**src/design/sfck_pkg.sv**
```systemverilog
// Shared types, constants and per-level curve functions for the curve key block.
package sfck_pkg;

  localparam int BITS_2D        = 32;
  localparam int BITS_3D        = 21;
  localparam int KEY_W          = 64;
  localparam int COORD_W        = 32;
  localparam int COORD_Z_W      = 21;
  localparam int CFG_IDX_W      = 8;
  localparam int LVL2_PER_STAGE = 4;
  localparam int LVL3_PER_STAGE = 3;
  localparam int N_STAGES       = BITS_2D / LVL2_PER_STAGE;
  localparam int STAGES3        = BITS_3D / LVL3_PER_STAGE;

  localparam logic [CFG_IDX_W-1:0] REG_THREE_D    = CFG_IDX_W'(0);
  localparam logic [CFG_IDX_W-1:0] REG_CURVE_KIND = CFG_IDX_W'(1);

  localparam logic [1:0] ORD_UP      [4] = '{2'd0, 2'd3, 2'd1, 2'd2};
  localparam logic [1:0] ORD_RIGHT   [4] = '{2'd3, 2'd2, 2'd0, 2'd1};
  localparam logic [2:0] UNIT_CURVE3 [8] = '{3'd0, 3'd7, 3'd3, 3'd4, 3'd1, 3'd6, 3'd2, 3'd5};
  // Unit-curve positions after which the traversal direction reverses.
  localparam logic [7:0] ROT_FLIPS = 8'b0101_1010;

  // Signed axis map: bit i of a digit goes to bit axis[i], inverted if neg[i].
  typedef struct packed {
    logic [2:0][1:0] axis;
    logic [2:0]      neg;
  } perm3_t;

  // Payload carried down the pipeline.
  typedef struct packed {
    logic             three;
    logic             kind;
    logic [KEY_W-1:0] work;
    logic [1:0]       orient;
    logic             flip;
    perm3_t           perm;
  } pipe_t;

  function automatic perm3_t perm_identity();
    perm3_t p;
    p.axis[0] = 2'd0;
    p.axis[1] = 2'd1;
    p.axis[2] = 2'd2;
    p.neg     = 3'b000;
    return p;
  endfunction

  // 2D digit reorder for the current orientation.
  function automatic logic [1:0] ord2(logic [1:0] orient, logic [1:0] d);
    logic [1:0] dd;
    dd = orient[1] ? ~d : d;
    return orient[0] ? ORD_RIGHT[dd] : ORD_UP[dd];
  endfunction

  // Rotation applied after each unit-curve position; rows 2 and 5 leave it alone.
  function automatic perm3_t rot_entry(logic [2:0] u);
    perm3_t r;
    r = perm_identity();
    case (u)
      3'd0: begin
        r.axis[0] = 2'd1; r.axis[1] = 2'd2; r.axis[2] = 2'd0; r.neg = 3'b000;
      end
      3'd1: begin
        r.axis[0] = 2'd1; r.axis[1] = 2'd0; r.axis[2] = 2'd2; r.neg = 3'b010;
      end
      3'd3: begin
        r.axis[0] = 2'd2; r.axis[1] = 2'd1; r.axis[2] = 2'd0; r.neg = 3'b001;
      end
      3'd4: begin
        r.axis[0] = 2'd2; r.axis[1] = 2'd1; r.axis[2] = 2'd0; r.neg = 3'b100;
      end
      3'd6: begin
        r.axis[0] = 2'd1; r.axis[1] = 2'd0; r.axis[2] = 2'd2; r.neg = 3'b001;
      end
      3'd7: begin
        r.axis[0] = 2'd1; r.axis[1] = 2'd2; r.axis[2] = 2'd0; r.neg = 3'b101;
      end
      default: r = perm_identity();
    endcase
    return r;
  endfunction

  function automatic logic [1:0] axis_fix(logic [1:0] a);
    return (a == 2'd3) ? 2'd0 : a;
  endfunction

  function automatic logic [2:0] apply3(perm3_t p, logic [2:0] d);
    logic [2:0] o;
    o = 3'b000;
    for (int i = 0; i < 3; i++) begin
      o[axis_fix(p.axis[i])] = d[i] ^ p.neg[i];
    end
    return o;
  endfunction

  function automatic perm3_t compose3(perm3_t p, perm3_t r);
    perm3_t res;
    logic [1:0] col;
    for (int i = 0; i < 3; i++) begin
      col         = axis_fix(p.axis[i]);
      res.axis[i] = r.axis[col];
      res.neg[i]  = r.neg[col] ^ p.neg[i];
    end
    return res;
  endfunction

endpackage

```
**src/design/sfck_if.sv**
```systemverilog
// Valid/ready channel interfaces for points, keys and configuration writes.
interface sfck_point_if;
  import sfck_pkg::*;
  logic               valid;
  logic               ready;
  logic [COORD_W-1:0] coord_x;
  logic [COORD_W-1:0] coord_y;
  logic [COORD_Z_W-1:0] coord_z;
  modport source (output valid, coord_x, coord_y, coord_z, input ready);
  modport sink   (input valid, coord_x, coord_y, coord_z, output ready);
endinterface

interface sfck_key_if;
  import sfck_pkg::*;
  logic             valid;
  logic             ready;
  logic [KEY_W-1:0] curve_key;
  modport source (output valid, curve_key, input ready);
  modport sink   (input valid, curve_key, output ready);
endinterface

interface sfck_cfg_if;
  import sfck_pkg::*;
  logic                 valid;
  logic                 ready;
  logic [CFG_IDX_W-1:0] reg_index;
  logic                 wdata;
  modport source (output valid, reg_index, wdata, input ready);
  modport sink   (input valid, reg_index, wdata, output ready);
endinterface

```
**src/design/space_filling_curve_key_top.sv**
```systemverilog
// Top level of the space-filling curve key block: Morton and Hilbert keys in 2D and 3D.
//
// Usage: a point (coord_x, coord_y, coord_z) is offered on point_i and its key
// comes back on key_o, one key per point, in order. Both are valid/ready
// channels; a request moves when valid and ready are high at a clock edge.
// cfg_i writes the two mode registers: index 0 selects 3D keys, index 1 selects
// the Hilbert curve; only bit 0 of the data is kept and other indexes are
// ignored. The configuration port is always ready. The mode in force when a
// point is accepted travels with that point through the pipeline.
//
// The entry register captures the Morton interleave at the accepting edge, then
// eight registered Hilbert stages follow. Each 2D stage resolves four levels of
// the curve and each 3D stage three levels, which sets the pipeline depth.
// Throughput is one point per cycle while key_o is ready.
//
// Reset clears all valid bits and both mode registers (2D Morton). When the
// receiver holds ready low, stages fill up behind the held key and point_i
// ready drops only once every stage is occupied; bubbles are squeezed out.
module space_filling_curve_key_top (
  input  logic             clk_i,
  input  logic             rst_ni,
  sfck_point_if.sink       point_i,
  sfck_cfg_if.sink         cfg_i,
  sfck_key_if.source       key_o
);
  import sfck_pkg::*;

  logic  three_d_q;
  logic  curve_kind_q;

  // Stage 0 is the entry register; stage N_STAGES is the output register.
  logic  stg_valid [N_STAGES+1];
  logic  stg_ready [N_STAGES+1];
  pipe_t stg_data  [N_STAGES+1];

  logic  entry_valid_q;
  pipe_t entry_data_q;
  pipe_t entry_data_d;

  // Configuration registers.
  assign cfg_i.ready = 1'b1;

  always_ff @(posedge clk_i or negedge rst_ni) begin
    if (!rst_ni) begin
      three_d_q    <= 1'b0;
      curve_kind_q <= 1'b0;
    end else if (cfg_i.valid) begin
      if (cfg_i.reg_index == REG_THREE_D) begin
        three_d_q <= cfg_i.wdata;
      end
      if (cfg_i.reg_index == REG_CURVE_KIND) begin
        curve_kind_q <= cfg_i.wdata;
      end
    end
  end

  // Morton interleave. In 3D the key lives in the low 63 bits and the Hilbert
  // stages consume it from bit 62 downward.
  always_comb begin
    entry_data_d        = '0;
    entry_data_d.three  = three_d_q;
    entry_data_d.kind   = curve_kind_q;
    entry_data_d.orient = 2'd0;
    entry_data_d.flip   = 1'b0;
    entry_data_d.perm   = perm_identity();
    if (!three_d_q) begin
      for (int i = 0; i < BITS_2D; i++) begin
        entry_data_d.work[2*i]   = point_i.coord_x[i];
        entry_data_d.work[2*i+1] = point_i.coord_y[i];
      end
    end else begin
      for (int i = 0; i < BITS_3D; i++) begin
        entry_data_d.work[3*i]   = point_i.coord_x[i];
        entry_data_d.work[3*i+1] = point_i.coord_y[i];
        entry_data_d.work[3*i+2] = point_i.coord_z[i];
      end
    end
  end

  assign point_i.ready = !entry_valid_q || stg_ready[0];

  always_ff @(posedge clk_i or negedge rst_ni) begin
    if (!rst_ni) begin
      entry_valid_q <= 1'b0;
    end else if (point_i.ready) begin
      entry_valid_q <= point_i.valid;
    end
  end

  always_ff @(posedge clk_i) begin
    if (point_i.ready && point_i.valid) begin
      entry_data_q <= entry_data_d;
    end
  end

  assign stg_valid[0] = entry_valid_q;
  assign stg_data[0]  = entry_data_q;

  // Hilbert stages. The 3D curve has seven stages of work; the last stage
  // passes 3D items through untouched.
  for (genvar s = 0; s < N_STAGES; s++) begin : g_stage
    sfck_stage u_stage (
      .clk_i       (clk_i),
      .rst_ni      (rst_ni),
      .active3_i   ((s < STAGES3) ? 1'b1 : 1'b0),
      .in_valid_i  (stg_valid[s]),
      .in_ready_o  (stg_ready[s]),
      .in_data_i   (stg_data[s]),
      .out_valid_o (stg_valid[s+1]),
      .out_ready_i (stg_ready[s+1]),
      .out_data_o  (stg_data[s+1])
    );
  end

  assign stg_ready[N_STAGES] = key_o.ready;
  assign key_o.valid         = stg_valid[N_STAGES];
  assign key_o.curve_key     = stg_data[N_STAGES].work;

endmodule

```
**src/design/sfck_stage.sv**
```systemverilog
// One Hilbert pipeline stage: four 2D levels or three 3D levels per item.
module sfck_stage (
  input  logic            clk_i,
  input  logic            rst_ni,
  input  logic            active3_i,
  input  logic            in_valid_i,
  output logic            in_ready_o,
  input  sfck_pkg::pipe_t in_data_i,
  output logic            out_valid_o,
  input  logic            out_ready_i,
  output sfck_pkg::pipe_t out_data_o
);
  import sfck_pkg::*;

  logic  valid_q;
  pipe_t data_q;
  pipe_t data_d;

  always_comb begin
    logic [1:0] d2;
    logic [1:0] n2;
    logic [2:0] d3;
    logic [2:0] u3;
    d2 = '0;
    n2 = '0;
    d3 = '0;
    u3 = '0;
    data_d = in_data_i;
    if (in_data_i.kind) begin
      if (!in_data_i.three) begin
        for (int k = 0; k < LVL2_PER_STAGE; k++) begin
          d2 = data_d.work[KEY_W-1 -: 2];
          n2 = ord2(data_d.orient, d2);
          data_d.work = {data_d.work[KEY_W-3:0], (data_d.flip ? ~n2 : n2)};
          if (n2 == 2'd0) begin
            data_d.orient = data_d.orient + 2'd1;
            data_d.flip   = ~data_d.flip;
          end else if (n2 == 2'd3) begin
            data_d.orient = data_d.orient - 2'd1;
            data_d.flip   = ~data_d.flip;
          end
        end
      end else if (active3_i) begin
        for (int k = 0; k < LVL3_PER_STAGE; k++) begin
          d3 = data_d.work[3*BITS_3D-1 -: 3];
          u3 = UNIT_CURVE3[apply3(data_d.perm, d3)];
          data_d.work = {1'b0, data_d.work[3*BITS_3D-4:0], (data_d.flip ? ~u3 : u3)};
          data_d.perm = compose3(data_d.perm, rot_entry(u3));
          if (ROT_FLIPS[u3]) begin
            data_d.flip = ~data_d.flip;
          end
        end
      end
    end
  end

  assign in_ready_o  = !valid_q || out_ready_i;
  assign out_valid_o = valid_q;
  assign out_data_o  = data_q;

  always_ff @(posedge clk_i or negedge rst_ni) begin
    if (!rst_ni) begin
      valid_q <= 1'b0;
    end else if (in_ready_o) begin
      valid_q <= in_valid_i;
    end
  end

  always_ff @(posedge clk_i) begin
    if (in_ready_o && in_valid_i) begin
      data_q <= data_d;
    end
  end

endmodule
```
**src/flat_wrapper.sv**
```systemverilog
// flat-port wrapper written by rule: the top's interface ports become plain ports
module space_filling_curve_key_top_flat import sfck_pkg::*;
  (clk_i, rst_ni, point_i_valid, point_i_coord_x, point_i_coord_y, point_i_coord_z, point_i_ready, cfg_i_valid, cfg_i_reg_index, cfg_i_wdata, cfg_i_ready, key_o_valid, key_o_curve_key, key_o_ready);
  sfck_point_if point_i_i ();
  sfck_cfg_if cfg_i_i ();
  sfck_key_if key_o_i ();
  input  logic clk_i;
  input  logic rst_ni;
  input wire logic [$bits(point_i_i.valid)-1:0] point_i_valid;
  input wire logic [$bits(point_i_i.coord_x)-1:0] point_i_coord_x;
  input wire logic [$bits(point_i_i.coord_y)-1:0] point_i_coord_y;
  input wire logic [$bits(point_i_i.coord_z)-1:0] point_i_coord_z;
  output wire logic [$bits(point_i_i.ready)-1:0] point_i_ready;
  input wire logic [$bits(cfg_i_i.valid)-1:0] cfg_i_valid;
  input wire logic [$bits(cfg_i_i.reg_index)-1:0] cfg_i_reg_index;
  input wire logic [$bits(cfg_i_i.wdata)-1:0] cfg_i_wdata;
  output wire logic [$bits(cfg_i_i.ready)-1:0] cfg_i_ready;
  output wire logic [$bits(key_o_i.valid)-1:0] key_o_valid;
  output wire logic [$bits(key_o_i.curve_key)-1:0] key_o_curve_key;
  input wire logic [$bits(key_o_i.ready)-1:0] key_o_ready;
  assign point_i_i.valid = point_i_valid;
  assign point_i_i.coord_x = point_i_coord_x;
  assign point_i_i.coord_y = point_i_coord_y;
  assign point_i_i.coord_z = point_i_coord_z;
  assign point_i_ready = point_i_i.ready;
  assign cfg_i_i.valid = cfg_i_valid;
  assign cfg_i_i.reg_index = cfg_i_reg_index;
  assign cfg_i_i.wdata = cfg_i_wdata;
  assign cfg_i_ready = cfg_i_i.ready;
  assign key_o_valid = key_o_i.valid;
  assign key_o_curve_key = key_o_i.curve_key;
  assign key_o_i.ready = key_o_ready;
  space_filling_curve_key_top u_core (.clk_i(clk_i), .rst_ni(rst_ni), .point_i(point_i_i), .cfg_i(cfg_i_i), .key_o(key_o_i));
endmodule
```
**config.mk**
```make
export PLATFORM = sky130hd
export DESIGN_NAME = space_filling_curve_key_top_flat
export DESIGN_NICKNAME = d
export VERILOG_FILES = /design/src/design/sfck_pkg.sv /design/src/design/sfck_if.sv /design/src/design/space_filling_curve_key_top.sv /design/src/design/sfck_stage.sv /design/src/flat_wrapper.sv
export SDC_FILE = /design/constraint.sdc
export NUM_CORES = 2
export LEC_CHECK = 0
export BUFFER_PORTS_ARGS = -buffer_cell sky130_fd_sc_hd__buf_2
export CORE_ASPECT_RATIO = 0.9
export CORE_MARGIN = 2
export CORE_UTILIZATION = 45
export CTS_CLUSTER_DIAMETER = 120
export DETAILED_ROUTE_END_ITERATION = 16
export HOLD_SLACK_MARGIN = 0.12
export PLACE_DENSITY_LB_ADDON = 0.1
export SKIP_LAST_GASP = 1
export SYNTH_ARGS = -nofsm -noshare
export SYNTH_HDL_FRONTEND = slang
export SYNTH_SLANG_ARGS = --single-unit
```
**constraint.sdc**
```tcl
create_clock -name clk_i -period 8 [get_ports clk_i]
set_input_delay 0.4 -clock clk_i [delete_from_list [all_inputs] [get_ports clk_i]]
set_output_delay 0.4 -clock clk_i [all_outputs]
set_load 0.01 [all_outputs]
```
==> flow_metrics.env <==
export IMPL_clockBufferDepth=3
export IMPL_rsz0062_at_grt="yes"
export IMPL_die_area_sq_um=117000
export IMPL_antenna_found_initial=0
export IMPL_die_height_um=325
export IMPL_cts_sinks=678
export IMPL_cp_max_fo=13
export IMPL_final_cells=7294
export IMPL_yosys_warnings=0
export IMPL_synthArstFlopShare_pct=1.62
export IMPL_final_util_pct=50.9
export IMPL_dp_hpwl_um=102000
export IMPL_min_period_ns=7.61
export IMPL_numPortBuffers=164
export IMPL_chipWidth_um=360
export IMPL_cp_arrival_ns=7.98
export IMPL_dr_pass1_iters=6
export IMPL_grt_max_degree=128
export IMPL_setup_violations=0
export IMPL_most_common_layout_cells="nor2_1 (741), edfxtp_1 (667), a21oi_1 (641)"
export IMPL_wl_um=138000
export IMPL_hold_ws_ns=0.163
export IMPL_synthFlopType="edfxtp_1"
export IMPL_placed_cell_area_sq_um=53600
export IMPL_fmax_ghz=0.131
export IMPL_routed_via_count=40500
export IMPL_initial_utilization_pct=45.4
export IMPL_fillCellCount=10600
export IMPL_synthDistinctLibCells=109
export IMPL_design_area_sq_um=57600
export IMPL_critPathSlowestCell="or4b_2"
export IMPL_dp_cells=7034
export IMPL_crit_path_max_incr_delay_ns=0.64
export IMPL_grt_pass1_wl_um=213000
export IMPL_hold_viol_final=0
export IMPL_cts_root_buf="clkbuf_16"
export IMPL_syn_area_sq_um=51400
export IMPL_max_slew_margin_pct=23.4
export IMPL_clk_latency_ns=0.63
export IMPL_wl_per_cell_um=18.9
export IMPL_nets=6084
export IMPL_crit_path_end_kind="register"
export IMPL_path_clk_slew_ns=0.06
export IMPL_areaGrowthSynthToFinish_pct=12.0
export IMPL_drt_initial_drc_count=2933
export IMPL_ys_seq_area_share_pct=39.5
export IMPL_std_cell_rows=117
export IMPL_synth_edf_count=667
export IMPL_ios=166
export IMPL_cts_tree="built"
export IMPL_gp_congestion=0.899
export IMPL_start_kind="register"
export IMPL_synth_area_per_cell_sq_um=9.11
export IMPL_numCtsBuffers=73
export IMPL_ant_nets=0
export IMPL_hp_class="input pin to register"
export IMPL_grt_pass1_vias=37700
export IMPL_final_common_cell="nor2_1"
export IMPL_finalCritPeriodShare_pct=95.1
export IMPL_drv_cap=0
export IMPL_drive_gt1_share_pct=11.8
export IMPL_insertedDiodeCount=0
export IMPL_worst_slew_pin_slew_ns=1.14
export IMPL_syn_inst=5637
export IMPL_fin_worst_skew_ns=0.0246
export IMPL_syn_nets=5969
export IMPL_grt_ovfl_total=0
export IMPL_critPathKind="register to register"
export IMPL_status="completed"
export IMPL_ys_ff_latch=678
export IMPL_cts_htree_levels=3
export IMPL_viasPerCell=5.56
export IMPL_grt_total_usage_pct=22.5
export IMPL_core_area_sq_um=113000
export IMPL_drcViolationCount=0
export IMPL_required_ns=8.37
export IMPL_report_final_slew_viol_count=0
cell families after synthesis:
kind of cell             count (synthesis)  share of synthesized area, %
AND/OR/NAND/NOR                       1740                          15.1
AO/OA/AOI/OAI                         1386                          16.6
flip-flops                             678                          39.5
buffers and inverters                  634                          4.72
multiplexers                           550                          11.0
XOR/XNOR                               409                          7.22
adder cells (fa/ha/maj)                239                          5.79
other                                    1                       0.00730
worst max-delay path, delay by kind of cell (launching register included):
kind / cells / cell delay, ns
compound gates: 11 / 2.86
fa+ha+maj: 5 / 1.56
buf+inv: 3 / 0.45
xor+xnor: 3 / 0.53
simple gates: 8 / 1.53
flops: 1 / 0.43
flip-flops by register name, indices dropped and copies added (netlist names):
name	cells
u_core.curve_kind_q	1
u_core.entry_data_q	66
u_core.entry_valid_q	1
u_core.g_stage.u_stage.out_data_o	601
u_core.g_stage.u_stage.out_valid_o	8
u_core.three_d_q	1
what timing repair did:
action	in CTS	in global routing
endpoints found under the setup margin	11	58
hold buffers	111	1
buffers inserted	0	18
pin swaps	1	14
hold endpoints to repair	76	1
resized for setup	8	84
through the flow:
step | worst slack, ns | TNS (ns)
final | 0.391 | 0
after global routing | -0.0646 | -0.601
after CTS | 0.0151 | 0
after detailed placement | -0.351 | -2.22
after global placement | -0.365 | -2.54
after floorplan | 0.00259 | 0
path summary, 6_finish.rpt:
check	slack (ns)	depth (start not counted)	start	to
max	0.39	30	u_core.g_stage[4].u_stage.out_data_o[4]$_DFFE_PP_	u_core.g_stage[5].u_stage.out_data_o[0]$_DFFE_PP_
min	0.16	2	point_i_coord_x[23]	u_core.entry_data_q[58]$_DFFE_PP_
max reg2reg	0.39	30	u_core.g_stage[4].u_stage.out_data_o[4]$_DFFE_PP_	u_core.g_stage[5].u_stage.out_data_o[0]$_DFFE_PP_
min reg2reg	0.45	0	u_core.curve_kind_q$_DFFE_PN0P_	u_core.entry_data_q[76]$_DFFE_PP_
max in group asynchronous	7.60	2	rst_ni	u_core.three_d_q$_DFFE_PN0P_
min in group asynchronous	0.17	2	rst_ni	u_core.g_stage[7].u_stage.out_valid_o$_DFFE_PN0P_
synth_stat cells (22+ instances only):
| library cell | n | share of area (%) |
|---|---|---|
| a31oi_1 | 34 | 0.41 |
| a21oi_1 | 642 | 6.3 |
| nor2b_1 | 73 | 0.89 |
| buf_1 | 71 | 0.52 |
| ha_1 | 233 | 5.7 |
| or2_2 | 38 | 0.46 |
| o211ai_1 | 44 | 0.64 |
| nand3_1 | 54 | 0.53 |
| and2_1 | 37 | 0.45 |
| mux2_2 | 112 | 2.5 |
| edfxtp_1 | 667 | 39 |
| a211oi_1 | 47 | 0.69 |
| xor2_1 | 102 | 1.7 |
| o31ai_1 | 38 | 0.56 |
| or3_1 | 22 | 0.27 |
| nand2_1 | 501 | 3.7 |
| inv_1 | 265 | 1.9 |
| o22ai_1 | 47 | 0.57 |
| nand2b_1 | 87 | 1.1 |
| xnor2_1 | 297 | 5.1 |
| clkbuf_1 | 271 | 2.0 |
| nor3_1 | 72 | 0.70 |
| mux2i_1 | 435 | 8.5 |
| nor2_1 | 743 | 5.4 |
| o21ai_0 | 233 | 2.3 |
final cells by class:
type                    instances  area, sq um  share of cell area, %
clock buffers                  93         1920                   3.34
clock inverters                37          349                  0.606
inverters                     273         1030                   1.80
multi-input cells            4325        29200                   50.7
flip-flops and latches        678        20300                   35.3
well taps                    1487         1860                   3.23
repair buffers                401         2880                   5.01
per-layer routing:
layer,vias to the layer above,wire length (um),track usage (%)
met2,688,69300,39.7
met3,157,4000,2.14
met4,0,2350,4.07
li1,20400,-,-
met1,19300,62000,30.2
met5,-,0,0
Power is not shown: default switching activity piles up to over one toggle a cycle in this logic, so the estimate is an artifact.
